$ cat config.mk
export PLATFORM = sky130hd
export DESIGN_NAME = mlfq_priority_statistics_top
export DESIGN_NICKNAME = d
export VERILOG_FILES = /design/src/mlfqps_pkg.sv /design/src/mlfq_priority_statistics_top.sv
export VERILOG_INCLUDE_DIRS = /design/src /design/src/src
export SDC_FILE = /design/constraint.sdc
export NUM_CORES = 2
export LEC_CHECK = 0
export ABC_AREA = 1
export BUFFER_PORTS_ARGS = -buffer_cell sky130_fd_sc_hd__buf_4
export CAP_MARGIN = 15
export CORE_UTILIZATION = 55
export CTS_BUF_LIST = sky130_fd_sc_hd__clkbuf_16
export DETAILED_ROUTE_END_ITERATION = 10
export PLACE_DENSITY_LB_ADDON = 0.1
export SYNTH_ARGS = -nofsm -noshare
export SYNTH_HDL_FRONTEND = slang
export SYNTH_SLANG_ARGS = --single-unit
export TNS_END_PERCENT = 10
$ cat constraint.sdc
create_clock -name clk -period 14.9 [get_ports clk]
set_input_delay 2.98 -clock clk [delete_from_list [all_inputs] [get_ports clk]]
set_output_delay 2.98 -clock clk [all_outputs]
set_load 0.01 [all_outputs]
$ cat src/mlfq_priority_statistics_top_assert.svh
// Assertion macros for the scheduler statistics unit.
// Used inside mlfq_priority_statistics_top; expects clk and rst_n in scope.
`ifndef MLFQ_PRIORITY_STATISTICS_TOP_ASSERT_SVH
`define MLFQ_PRIORITY_STATISTICS_TOP_ASSERT_SVH

// A condition that holds at every clock edge outside reset.
`define MLFQPS_ASSERT_ALWAYS(label, expr, msg) \
  label: assert property (@(posedge clk) disable iff (!rst_n) (expr)) else $error(msg);

// A condition that implies another at the same edge.
`define MLFQPS_ASSERT_SAME(label, ante, cons, msg) \
  label: assert property (@(posedge clk) disable iff (!rst_n) (ante) |-> (cons)) \
    else $error(msg);

// A condition that implies another at the next edge.
`define MLFQPS_ASSERT_NEXT(label, ante, cons, msg) \
  label: assert property (@(posedge clk) disable iff (!rst_n) (ante) |=> (cons)) \
    else $error(msg);

`endif

$ cat src/mlfqps_pkg.sv
// Shared types and constants of the scheduler statistics unit.
// No dependencies; used by mlfq_priority_statistics_top.
`timescale 1ns / 1ps

package mlfqps_pkg;

  // Request kinds carried in the low bits of in_tuser.
  localparam logic [1:0] REQ_LOAD  = 2'd0;
  localparam logic [1:0] REQ_DECAY = 2'd1;
  localparam logic [1:0] REQ_PRIO  = 2'd2;
  localparam logic [1:0] REQ_TICK  = 2'd3;

  // Configuration register indexes.
  localparam logic CFG_PRI_MAX = 1'b0;
  localparam logic CFG_PRI_MIN = 1'b1;

  // Upper limit applied to the ready count before the load update.
  localparam logic [15:0] MAX_READY = 16'd255;

  localparam int IN_DATA_W  = 48;
  localparam int IN_USER_W  = 3;
  localparam int OUT_DATA_W = 104;

  typedef logic [1:0] req_t;

  // One result beat; cpu_use_out sits in the lowest bits.
  typedef struct packed {
    logic [31:0] cpu_use_x100;
    logic [31:0] load_avg_x100;
    logic [5:0]  priority_out;
    logic [31:0] cpu_use_out;
  } result_t;

endpackage

$ cat src/mlfq_priority_statistics_top.sv
// Scheduler statistics unit: load average, CPU usage decay and priority.
// Depends on mlfqps_pkg and mlfq_priority_statistics_top_assert.svh.
`timescale 1ns / 1ps

//  channel  | direction | payload
//  ---------+-----------+--------------------------------------------------------
//  in_      | slave     | tuser: req_type, thread_is_idle
//           |           | tdata: ready_count, cpu_use_in, nice_in
//  out_     | master    | tdata: cpu_use_out, priority_out, load_avg_x100,
//           |           |        cpu_use_x100
//  cfg_     | write     | index 0 pri_max, index 1 pri_min
//
// One request is worked at a time by a small sequencer around a single shared
// 33x18 multiplier, a shared rounding shifter and a one-bit-per-cycle divider.
// A decay request is the longest, set by the restoring divider that forms the
// decay factor one bit per cycle. Load, priority and tick requests skip the
// divider, and an idle thread skips to the x100 scaling but for a load update.
// The finished result waits in an output register, so the next beat is taken
// while it is stalled. Reset (rst_n low, synchronous) clears the load average
// and sets pri_max to 63 and pri_min to 0.

module mlfq_priority_statistics_top #(
  parameter int FRAC_BITS = 14
) (
  input  logic                            clk,
  input  logic                            rst_n,
  input  logic                            in_tvalid,
  output logic                            in_tready,
  // [7:0] ready_count, [39:8] cpu_use_in, [45:40] nice_in, [47:46] zero
  input  logic [mlfqps_pkg::IN_DATA_W-1:0] in_tdata,
  // [1:0] req_type, [2] thread_is_idle
  input  logic [mlfqps_pkg::IN_USER_W-1:0] in_tuser,
  output logic                            out_tvalid,
  input  logic                            out_tready,
  // [31:0] cpu_use_out, [37:32] priority_out, [69:38] load_avg_x100,
  // [101:70] cpu_use_x100, [103:102] zero
  output logic [mlfqps_pkg::OUT_DATA_W-1:0] out_tdata,
  input  logic                            cfg_we,
  input  logic [0:0]                      cfg_addr,
  input  logic [5:0]                      cfg_wdata
);

  // Datapath widths. The multiplier takes a 33-bit signed operand (load
  // average, CPU usage or ready count) and an 18-bit signed constant or
  // decay factor; products and sums live in the product width.
  localparam int MUL_A_W = 33;
  localparam int MUL_B_W = 18;
  localparam int ACC_W   = MUL_A_W + MUL_B_W;
  localparam int DEN_W   = 34;
  localparam int K_W     = FRAC_BITS;
  localparam int CNT_W   = $clog2(FRAC_BITS + 1);

  localparam longint ONE_FX = longint'(1) << FRAC_BITS;
  localparam longint C59    = (59 * ONE_FX) / 60;
  localparam longint C1     = ONE_FX / 60;

  localparam logic signed [MUL_B_W-1:0] C59_B  = MUL_B_W'(C59);
  localparam logic signed [MUL_B_W-1:0] C1_B   = MUL_B_W'(C1);
  localparam logic signed [MUL_B_W-1:0] C100_B = MUL_B_W'(100);
  localparam logic signed [ACC_W-1:0]   ONE_A  = ACC_W'(ONE_FX);
  localparam logic signed [ACC_W-1:0]   HALF_A = ACC_W'(ONE_FX / 2);
  localparam logic signed [ACC_W-1:0]   HALFM_A = ACC_W'(ONE_FX / 2 - 1);
  localparam logic signed [ACC_W-1:0]   ONEM_A = ACC_W'(ONE_FX - 1);
  localparam logic [DEN_W-1:0]          ONE_D  = DEN_W'(ONE_FX);

  // Sequencer states.
  localparam logic [3:0] S_IDLE     = 4'd0;
  localparam logic [3:0] S_LA_MUL   = 4'd1;
  localparam logic [3:0] S_LA_N     = 4'd2;
  localparam logic [3:0] S_LA_SUM   = 4'd3;
  localparam logic [3:0] S_DIV      = 4'd4;
  localparam logic [3:0] S_RC_MUL   = 4'd5;
  localparam logic [3:0] S_RC_TRN   = 4'd6;
  localparam logic [3:0] S_RC_ADD   = 4'd7;
  localparam logic [3:0] S_PR_QTR   = 4'd8;
  localparam logic [3:0] S_PR_RND   = 4'd9;
  localparam logic [3:0] S_PR_SUB   = 4'd10;
  localparam logic [3:0] S_PR_CLAMP = 4'd11;
  localparam logic [3:0] S_X_LA     = 4'd12;
  localparam logic [3:0] S_X_LA_RND = 4'd13;
  localparam logic [3:0] S_X_RC_RND = 4'd14;
  localparam logic [3:0] S_DONE     = 4'd15;

  // Saturate a wide signed value to the signed 32-bit range.
  function automatic logic signed [31:0] sat32(input logic signed [ACC_W-1:0] v);
    logic [ACC_W-32:0] top;
    top = v[ACC_W-1:31];
    if ((&top) || (~|top)) begin
      return $signed(v[31:0]);
    end else if (v[ACC_W-1]) begin
      return 32'sh8000_0000;
    end else begin
      return 32'sh7fff_ffff;
    end
  endfunction

  // Input beat fields.
  mlfqps_pkg::req_t   in_req;
  logic               in_idle;
  logic [7:0]         in_ready;
  logic signed [31:0] in_rc;
  logic signed [5:0]  in_nice;

  assign in_req   = in_tuser[1:0];
  assign in_idle  = in_tuser[2];
  assign in_ready = in_tdata[7:0];
  assign in_rc    = $signed(in_tdata[39:8]);
  assign in_nice  = $signed(in_tdata[45:40]);

  // Control state.
  logic [3:0]       state_r, state_nxt;
  logic             out_tvalid_r, out_tvalid_nxt;
  logic signed [31:0] la_r, la_nxt;
  logic [5:0]       pri_max_r, pri_max_nxt;
  logic [5:0]       pri_min_r, pri_min_nxt;
  logic [CNT_W-1:0] cnt_r, cnt_nxt;

  // Working registers of the current request.
  mlfqps_pkg::req_t   req_r, req_nxt;
  logic [8:0]         nready_r, nready_nxt;
  logic signed [5:0]  nice_r, nice_nxt;
  logic signed [31:0] rc_r, rc_nxt;
  logic signed [ACC_W-1:0] prod_r, prod_nxt;
  logic signed [ACC_W-1:0] acc_r, acc_nxt;
  logic [DEN_W-1:0]   rem_r, rem_nxt;
  logic [DEN_W-1:0]   den_r, den_nxt;
  logic [K_W-1:0]     q_r, q_nxt;
  logic [5:0]         prio_r, prio_nxt;
  logic [31:0]        la100_r, la100_nxt;
  mlfqps_pkg::result_t out_data_r, out_data_nxt;

  // Shared multiplier.
  logic signed [MUL_A_W-1:0] mul_a;
  logic signed [MUL_B_W-1:0] mul_b;
  logic signed [ACC_W-1:0]   mul_p;

  always_comb begin
    mul_a = '0;
    mul_b = '0;
    case (state_r)
      S_LA_MUL: begin
        mul_a = {la_r[31], la_r};
        mul_b = C59_B;
      end
      S_LA_N: begin
        mul_a = $signed({{(MUL_A_W-9){1'b0}}, nready_r});
        mul_b = C1_B;
      end
      S_RC_MUL: begin
        mul_a = {rc_r[31], rc_r};
        mul_b = $signed({{(MUL_B_W-K_W){1'b0}}, q_r});
      end
      S_X_LA: begin
        mul_a = {la_r[31], la_r};
        mul_b = C100_B;
      end
      S_X_LA_RND: begin
        mul_a = {rc_r[31], rc_r};
        mul_b = C100_B;
      end
      default: begin
        mul_a = '0;
        mul_b = '0;
      end
    endcase
  end

  assign mul_p = mul_a * mul_b;

  // Shared scaler: divides by 2^FRAC_BITS, truncating toward zero or rounding
  // half away from zero, through one biased add and an arithmetic shift.
  logic signed [ACC_W-1:0] sc_in, sc_bias, sc_sum, sc_out;
  logic                    sc_round;

  assign sc_in    = (state_r == S_PR_RND) ? acc_r : prod_r;
  assign sc_round = (state_r == S_PR_RND) || (state_r == S_X_LA_RND) ||
                    (state_r == S_X_RC_RND);

  always_comb begin
    if (sc_round) begin
      sc_bias = sc_in[ACC_W-1] ? HALFM_A : HALF_A;
    end else begin
      sc_bias = sc_in[ACC_W-1] ? ONEM_A : '0;
    end
  end

  assign sc_sum = sc_in + sc_bias;
  assign sc_out = sc_sum >>> FRAC_BITS;

  // Restoring divider step for the decay factor 2la*F / (2la + F).
  logic [DEN_W-1:0] rem_sh, rem_sub;
  logic             rem_ge;

  assign rem_sh  = {rem_r[DEN_W-2:0], 1'b0};
  assign rem_ge  = (rem_sh >= den_r);
  assign rem_sub = rem_sh - den_r;

  // Sign-extended operands for the CPU usage and priority arithmetic.
  logic signed [ACC_W-1:0] nice_ext, rc_ext, pmax_ext, pmin_ext, rc_addend;
  logic signed [ACC_W-1:0] pr_lo;
  logic [5:0]              pr_clamped;
  logic [8:0]              in_n;
  logic [7:0]              ready_lim;

  assign nice_ext  = {{(ACC_W-6){nice_r[5]}}, nice_r};
  assign rc_ext    = {{(ACC_W-32){rc_r[31]}}, rc_r};
  assign pmax_ext  = $signed({{(ACC_W-6){1'b0}}, pri_max_r});
  assign pmin_ext  = $signed({{(ACC_W-6){1'b0}}, pri_min_r});
  assign rc_addend = (req_r == mlfqps_pkg::REQ_TICK) ? ONE_A : (nice_ext <<< FRAC_BITS);

  // Raise to pri_min first, then lower to pri_max, so crossed limits end at pri_max.
  assign pr_lo      = (acc_r < pmin_ext) ? pmin_ext : acc_r;
  assign pr_clamped = (pr_lo > pmax_ext) ? pri_max_r : pr_lo[5:0];

  assign ready_lim = ({8'd0, in_ready} > mlfqps_pkg::MAX_READY) ?
                     mlfqps_pkg::MAX_READY[7:0] : in_ready;
  assign in_n      = {1'b0, ready_lim} + {8'd0, ~in_idle};

  assign in_tready = (state_r == S_IDLE);

  always_comb begin
    state_nxt      = state_r;
    out_tvalid_nxt = out_tvalid_r && !out_tready;
    la_nxt         = la_r;
    pri_max_nxt    = pri_max_r;
    pri_min_nxt    = pri_min_r;
    cnt_nxt        = cnt_r;
    req_nxt        = req_r;
    nready_nxt     = nready_r;
    nice_nxt       = nice_r;
    rc_nxt         = rc_r;
    prod_nxt       = prod_r;
    acc_nxt        = acc_r;
    rem_nxt        = rem_r;
    den_nxt        = den_r;
    q_nxt          = q_r;
    prio_nxt       = prio_r;
    la100_nxt      = la100_r;
    out_data_nxt   = out_data_r;

    if (cfg_we) begin
      case (cfg_addr)
        mlfqps_pkg::CFG_PRI_MAX: pri_max_nxt = cfg_wdata;
        mlfqps_pkg::CFG_PRI_MIN: pri_min_nxt = cfg_wdata;
        default: pri_max_nxt = pri_max_r;
      endcase
    end

    case (state_r)
      S_IDLE: begin
        if (in_tvalid) begin
          req_nxt    = in_req;
          nready_nxt = in_n;
          nice_nxt   = in_nice;
          rc_nxt     = in_rc;
          acc_nxt    = {{(ACC_W-32){in_rc[31]}}, in_rc};
          // The load average never goes negative, so 2la fits unsigned.
          rem_nxt    = {1'b0, la_r, 1'b0};
          den_nxt    = {1'b0, la_r, 1'b0} + ONE_D;
          q_nxt      = '0;
          cnt_nxt    = CNT_W'(FRAC_BITS);
          prio_nxt   = (in_idle && (in_req == mlfqps_pkg::REQ_DECAY ||
                                    in_req == mlfqps_pkg::REQ_PRIO)) ? pri_min_r : 6'd0;
          if (in_req == mlfqps_pkg::REQ_LOAD) begin
            state_nxt = S_LA_MUL;
          end else if (in_idle) begin
            state_nxt = S_X_LA;
          end else begin
            case (in_req)
              mlfqps_pkg::REQ_DECAY: state_nxt = S_DIV;
              mlfqps_pkg::REQ_PRIO:  state_nxt = S_PR_QTR;
              mlfqps_pkg::REQ_TICK:  state_nxt = S_RC_ADD;
              default:               state_nxt = S_LA_MUL;
            endcase
          end
        end
      end
      S_LA_MUL: begin
        prod_nxt  = mul_p;
        state_nxt = S_LA_N;
      end
      S_LA_N: begin
        acc_nxt   = sc_out;
        prod_nxt  = mul_p;
        state_nxt = S_LA_SUM;
      end
      S_LA_SUM: begin
        la_nxt    = sat32(acc_r + prod_r);
        state_nxt = S_X_LA;
      end
      S_DIV: begin
        rem_nxt = rem_ge ? rem_sub : rem_sh;
        q_nxt   = {q_r[K_W-2:0], rem_ge};
        cnt_nxt = cnt_r - CNT_W'(1);
        if (cnt_r == CNT_W'(1)) begin
          state_nxt = S_RC_MUL;
        end
      end
      S_RC_MUL: begin
        prod_nxt  = mul_p;
        state_nxt = S_RC_TRN;
      end
      S_RC_TRN: begin
        acc_nxt   = sc_out;
        state_nxt = S_RC_ADD;
      end
      S_RC_ADD: begin
        rc_nxt    = sat32(acc_r + rc_addend);
        state_nxt = (req_r == mlfqps_pkg::REQ_TICK) ? S_X_LA : S_PR_QTR;
      end
      S_PR_QTR: begin
        // CPU usage / 4, truncated toward zero.
        acc_nxt   = (rc_ext + (rc_r[31] ? $signed(ACC_W'(3)) : $signed(ACC_W'(0)))) >>> 2;
        state_nxt = S_PR_RND;
      end
      S_PR_RND: begin
        acc_nxt   = sc_out;
        state_nxt = S_PR_SUB;
      end
      S_PR_SUB: begin
        acc_nxt   = pmax_ext - acc_r - (nice_ext <<< 1);
        state_nxt = S_PR_CLAMP;
      end
      S_PR_CLAMP: begin
        prio_nxt  = pr_clamped;
        state_nxt = S_X_LA;
      end
      S_X_LA: begin
        prod_nxt  = mul_p;
        state_nxt = S_X_LA_RND;
      end
      S_X_LA_RND: begin
        la100_nxt = sc_out[31:0];
        prod_nxt  = mul_p;
        state_nxt = S_X_RC_RND;
      end
      S_X_RC_RND: begin
        acc_nxt   = sc_out;
        state_nxt = S_DONE;
      end
      S_DONE: begin
        if (!out_tvalid_r || out_tready) begin
          out_data_nxt.cpu_use_out   = rc_r;
          out_data_nxt.priority_out  = prio_r;
          out_data_nxt.load_avg_x100 = la100_r;
          out_data_nxt.cpu_use_x100  = acc_r[31:0];
          out_tvalid_nxt = 1'b1;
          state_nxt      = S_IDLE;
        end
      end
      default: state_nxt = S_IDLE;
    endcase
  end

  always_ff @(posedge clk) begin
    if (!rst_n) begin
      state_r      <= S_IDLE;
      out_tvalid_r <= 1'b0;
      la_r         <= '0;
      pri_max_r    <= 6'd63;
      pri_min_r    <= 6'd0;
      cnt_r        <= '0;
    end else begin
      state_r      <= state_nxt;
      out_tvalid_r <= out_tvalid_nxt;
      la_r         <= la_nxt;
      pri_max_r    <= pri_max_nxt;
      pri_min_r    <= pri_min_nxt;
      cnt_r        <= cnt_nxt;
    end
  end

  always_ff @(posedge clk) begin
    req_r      <= req_nxt;
    nready_r   <= nready_nxt;
    nice_r     <= nice_nxt;
    rc_r       <= rc_nxt;
    prod_r     <= prod_nxt;
    acc_r      <= acc_nxt;
    rem_r      <= rem_nxt;
    den_r      <= den_nxt;
    q_r        <= q_nxt;
    prio_r     <= prio_nxt;
    la100_r    <= la100_nxt;
    out_data_r <= out_data_nxt;
  end

  assign out_tvalid = out_tvalid_r;
  assign out_tdata  = {2'b00, out_data_r};

  // Checks on the sequencer and the load average.
  logic st_done, out_stall;

  assign st_done   = (state_r == S_DONE);
  assign out_stall = out_tvalid_r && !out_tready;

  `include "mlfq_priority_statistics_top_assert.svh"

  `MLFQPS_ASSERT_ALWAYS(a_la_nonneg, !la_r[31], "load average went negative")
  `MLFQPS_ASSERT_SAME(a_div_cnt, state_r == S_DIV, cnt_r != '0, "divider ran past its bits")
  `MLFQPS_ASSERT_NEXT(a_accept_busy, in_tvalid && in_tready, !in_tready, "beat taken, no work")
  `MLFQPS_ASSERT_NEXT(a_done_holds, st_done && out_stall, st_done, "stalled result lost")
  `MLFQPS_ASSERT_NEXT(a_prio_clamp, state_r == S_PR_CLAMP, prio_r <= pri_max_r, "prio too high")

endmodule

# After elaboration in Yosys (flattened, before gate mapping)
# Index checks and enable logic that the tools add are counted.
[totals]
register_bits = 425
latchBits = 0
ramBits = 0
romBits = 0
word_cells = 135
memories = 0
[classes]
addsub = 10
mul = 1
div_mod_pow = 0
n_lt_le_gt_ge = 3
n_eq_ne = 23
shift = 0
n_mux = 38
bitwise_logic = 2
reduce_logical = 37
[ops]
columns = ["operator", "n"]
rows = [
  ["$mux 51", 4],
  ["$pmux 51 s4", 1],
  ["$mux 32", 5],
  ["$add 51x51->51", 3],
  ["$pmux 33 s3", 1],
  ["$mux 33", 2],
  ["$pmux 33 s2", 1],
  ["$pmux 32 s2", 1],
  ["$pmux 4 s15", 1],
  ["$mux 14", 4],
  ["$pmux 14 s4", 1],
  ["$gt 51x7->1", 1],
  ["$lt 51x7->1", 1],
  ["$sub 51x7->51", 1],
  ["$sub 7x51->51", 1],
  ["$mul 33x15->48", 1],
  ["$reduce_and 20->1", 2],
  ["$reduce_or 20->1", 2],
  ["$add 33x15->34 const B", 1],
  ["$ge 34x34->1", 1],
  ["$add 32x3->33", 1],
  ["$sub 33x33->33", 1],
  ["$eq 4x4->1 const B", 8],
  ["$pmux 14 s2", 1],
  ["other kinds (30)", 68],
]

# Logic depth before layout (Yosys ltp)
[logic_depth]
word_depth = 8
ltp_mapped = 34

# Worst setup path before layout
# Ideal clock, no wire load.
[synth_path]
kind = "input to register"
startpoint = "input out_tready"
endpoint = "register out_data_r (netlist bit out_tdata[0]), enable pin"
arrival_time_ps = 7256
required_ps = 14336
path_slack_ps = 7080
stages = 2
path_buffers = 0
cell_sequence = "nor2_1 > nor2_1"
[synth_via]
elab_chain_len = 2
[synth_lines]
columns = ["item", "line", "rtl"]
rows = [
  ["start: declaration", "mlfq_priority_statistics_top.sv:34", "input logic out_tready,"],
  ["$logic_or 1x1->1", "mlfq_priority_statistics_top.sv:342", "if (!out_tvalid_r || out_tready) begin"],
  ["$reduce_and 2->1 (no line)", "--", ""],
  ["end signal: assignment", "mlfq_priority_statistics_top.sv:385", "out_data_r <= out_data_nxt;"],
  ["end: declaration", "mlfq_priority_statistics_top.sv:130", "mlfqps_pkg::result_t out_data_r, out_data_nxt;"],
]
# Every way passes these cells.
# A chain may end at the register's enable or synchronous reset.

# Worst setup path in the final report
[layout_path]
startpoint = "register state_r[2]"
endpoint = "register prod_r[35], data pin"
[layout_via]
elab_chain_len = 4
elab_cells_between_ends = 11
cone_classes = "1 x mul; 5 x eq/ne; 2 x mux; 3 x reduce/logical"
[layout_lines]
columns = ["item", "line", "rtl"]
rows = [
  ["start: declaration", "mlfq_priority_statistics_top.sv:111", "logic [3:0] state_r, state_nxt;"],
  ["start signal: assignment", "mlfq_priority_statistics_top.sv:364", "state_r <= state_nxt;"],
  ["$eq 4x4->1, or another cell as far along", "mlfq_priority_statistics_top.sv:140", "case (state_r)"],
  ["$reduce_or 2->1 (no line)", "--", ""],
  ["$pmux 14 s4 or $pmux 33 s3 (tied branches)", "mlfq_priority_statistics_top.sv:140", ""],
  ["$mul 33x15->48 (*)", "mlfq_priority_statistics_top.sv:168", "assign mul_p = mul_a * mul_b;"],
  ["named net mul_p[35]", "mlfq_priority_statistics_top.sv:135", "logic signed [ACC_W-1:0] mul_p;"],
  ["end signal: assignment", "mlfq_priority_statistics_top.sv:378", "prod_r <= prod_nxt;"],
  ["end: declaration", "mlfq_priority_statistics_top.sv:123", "logic signed [ACC_W-1:0] prod_r, prod_nxt;"],
]
# The timed path passes the listed nets; every way through them passes the cells marked *.

==> summary.txt <==
Outcome
  • Status: finished, final reports clean

Setup path
  • Worst Setup SP: state_r[2]
  • CP Data Arrival Time: 9.71 ns
  • Crit Path Max Fanout: 29
  • Crit path max-delay family: adder cells
  • Crit path launch type: flip-flop
  • CP dominant cell by count: inv_1
  • Setup crit end kind: flip-flop
  • Critical path buffer and inverter count: 7
  • Req. time, crit path: 15.39 ns
  • Reg-to-Reg Start: state_r[2]
  • CP peak stage delay: 0.85 ns
  • Slowest-stage cell, CP: inv_1
  • Critical path type: reg -> reg

Yosys
  • EDFF count, synth: 367
  • Leading post-synthesis cells by cell area: edfxtp_1 23%, fa_1 17%, nand2_1 12%
  • Share of the synthesized area in the top cell type: 22.5%
  • Area leader, netlist: edfxtp_1
  • Synth Area per Inst: 7.41 um2
  • Async set-reset flop share out of synthesis: 0%
  • Post-Syn Area: 48900 um2
  • FF+latch count, synth: 420
  • Seq/Total Area, Yosys: 24.7%
  • Ys Warns: 0
  • Syn Inst Count: 6603
  • Top_reg_cell synth: edfxtp_1
  • Yosys cell types: 59

Detailed routing
  • Final wirelength: 182 mm
  • # DRC: 0
  • First drt pass iteration count: 7
  • Via/cell ratio: 5.77
  • Wire per inst: 22.9 um
  • Antenna Nets Post-Route: 0
  • Top layer in use: met5
  • WL met3: 19.5 mm
  • Total number of vias: 45900
  • DR WL met2: 80.7 mm
  • Wire length on met1: 71.1 mm
  • 1st-iter DRT viols: 4930

Final layout
  • Area grow syn2layout: 9.03%
  • Sequential cell area: 12100 um2
  • Area occupied by multi-input gates: 31100 um2
  • Final Net Count: 7590
  • Layout cells sized above 1: 6.05%
  • Fillers: 8109

Clock network
  • Resize count post-CTS: 0
  • Clock Latency Late Sink: 0.67 ns
  • Hold_buf cts: 0
  • # H-tree levels: 2
  • CTS max path bufs: 3
  • Clock sinks: 420
  • CTS buffer count: 51
  • Root Driver: clkbuf_16
  • CTS tree: yes
  • Postcts setup bufs: 0
  • Clock transition at path regs: 0.06 ns

Min path
  • Hold Path Class: reg -> reg
  • Worst hold start: la100_r[19]

Timing
  • Final hold vios: 0
  • Crit share post-route: 61.9%
  • RSZ-0062 raised after global routing: no
  • Worst setup skew after layout: 0.0404 ns
  • Count of final setup violators: 0
  • Setup slack after layout: 5.68 ns
  • Max Slew Vio Count: 0
  • Slew of the pin with the lowest slew margin: 1.19 ns
  • Setup TNS: 0 ns
  • Min Tclk post-route: 9.22 ns
  • Fmax: 108 MHz
  • Slew HR: 20.6%

Power
  • Peak VDD IR: 0.180 mV
  • P_leak: 0.0267 uW
  • Pwr per Cell Area: 211 nW/um2

GRT
  • First-pass GRT wire length: 270 mm
  • Largest net degree at the start of global routing: 64
  • Number of antenna violations at the first check in global routing: 8
  • Vias in the first global route: 44400
  • Tot GR Track Use: 40.4%
  • GRT Residual Overflow: 0

Floorplan
  • # IOs: 169
  • Core Area: 87400 um2
  • # rows: 108
  • Initial Util: 55.9%
  • Die Footprint: 90100 um2
  • Die W: 300 um
  • Die height: 300 um

Placement
  • Place WS: 5.84 ns
  • DPL Wire Length: 152 mm
  • I/O Buffers: 164
  • Placer Congestion: 1.09

Flow run
  • Max cap viols: 0
-- per-stage QoR --
stage / hold WS, ns / total power, uW / std cells / area (um2) / util, %
after CTS: 0.419 / 11000 / 7945 / 53300 / 61.0
after detailed placement: 0.405 / 9720 / 7849 / 51600 / 59.0
after global placement: 0.401 / 9640 / 7848 / 51600 / 59.0
final: 0.416 / 11300 / 7949 / 53300 / 61.0
after floorplan: 0.400 / 7190 / 6604 / 48900 / -
after global routing: 0.429 / 12000 / 7945 / 53300 / 61.0
-- power by group --
part	internal [uW]	total, uW	switching [uW]
clock	707	1260	557
sequential	1810	2380	567
combinational	2260	7630	5370
-- sequential cells by signal, summed over array words and instances (netlist names) --
signal      count
state_r         4
acc_r          51
prio_r          6
rc_r           32
req_r           2
pri_max_r       6
rem_r          32
la100_r        32
nice_r          6
nready_r        9
out_tvalid      1
la_r           32
q_r            14
den_r          33
out_tdata     102
pri_min_r       6
cnt_r           4
prod_r         48
-- final timing paths --
kind / endpoint / depth (start not counted) / slack [ns]
setup / recovery: prod_r[35] / 29 / 5.68
hold / removal: out_tdata[57] / 0 / 0.42
setup reg to reg: prod_r[35] / 29 / 5.68
hold reg to reg: out_tdata[57] / 0 / 0.42
-- metal layers --
layer | GRT usage [%] | vias up
li1 | - | 21200
met1 | 53.3 | 21800
met2 | 63.7 | 2429
met3 | 7.47 | 451
met4 | 20.4 | 4
met5 | 0 | -
-- logic make-up after synthesis --
family | after synthesis | synth area share [%]
AND/OR/NAND/NOR | 2816 | 23.8
buffers and inverters | 1513 | 11.8
AO/OA/AOI/OAI | 907 | 10.3
adder cells (fa/ha/maj) | 780 | 26.4
flip-flops | 420 | 24.7
XOR/XNOR | 166 | 3.00
other | 1 | 0.00767
-- layout by cell type (no fill, tap or decap), drive strengths merged, types with 19 or more instances in the layout --
cell type / n
nor3: 52
dfxtp: 53
buf: 236
a21oi: 403
nand3: 282
nor2: 668
ha: 358
o21ai: 315
o22ai: 26
clkbuf: 51
o211ai: 35
clkinv: 19
nand2: 1624
edfxtp: 367
nand4: 104
a21o: 20
nor4: 26
xnor2: 56
a31oi: 37
inv: 1386
fa: 422
xor2: 110
and2: 19
-- synth_stat cells, drive strengths merged (2+ instances only) --
| master | number |
|---|---|
| and3 | 3 |
| a21oi | 403 |
| nor3b | 2 |
| o21ai | 315 |
| o2111ai | 9 |
| edfxtp | 367 |
| buf | 32 |
| nor4b | 2 |
| fa | 422 |
| o211ai | 35 |
| clkbuf | 114 |
| a221oi | 5 |
| nor3 | 52 |
| a211oi | 5 |
| nand3b | 17 |
| a21boi | 8 |
| nor2 | 668 |
| o21a | 15 |
| ha | 358 |
| nand2 | 1624 |
| nor4 | 26 |
| o31ai | 3 |
| o221ai | 4 |
| o21bai | 18 |
| dfxtp | 53 |
| or2 | 17 |
| o22ai | 26 |
| nand4 | 104 |
| xnor2 | 56 |
| a21o | 20 |
| nand3 | 282 |
| inv | 1364 |
| a31oi | 37 |
| clkinv | 3 |
| and2 | 19 |
| xor2 | 110 |
-- layout make-up --
type	instances	area share, %
multi-input cells	4671	58.4
inverters	1367	9.62
clock inverters	45	0.798
well taps	1155	2.71
clock buffers	51	2.39
repair buffers	236	3.36
diodes	4	0.0188
flip-flops and latches	420	22.7
Power figures use the tool's default switching activity.
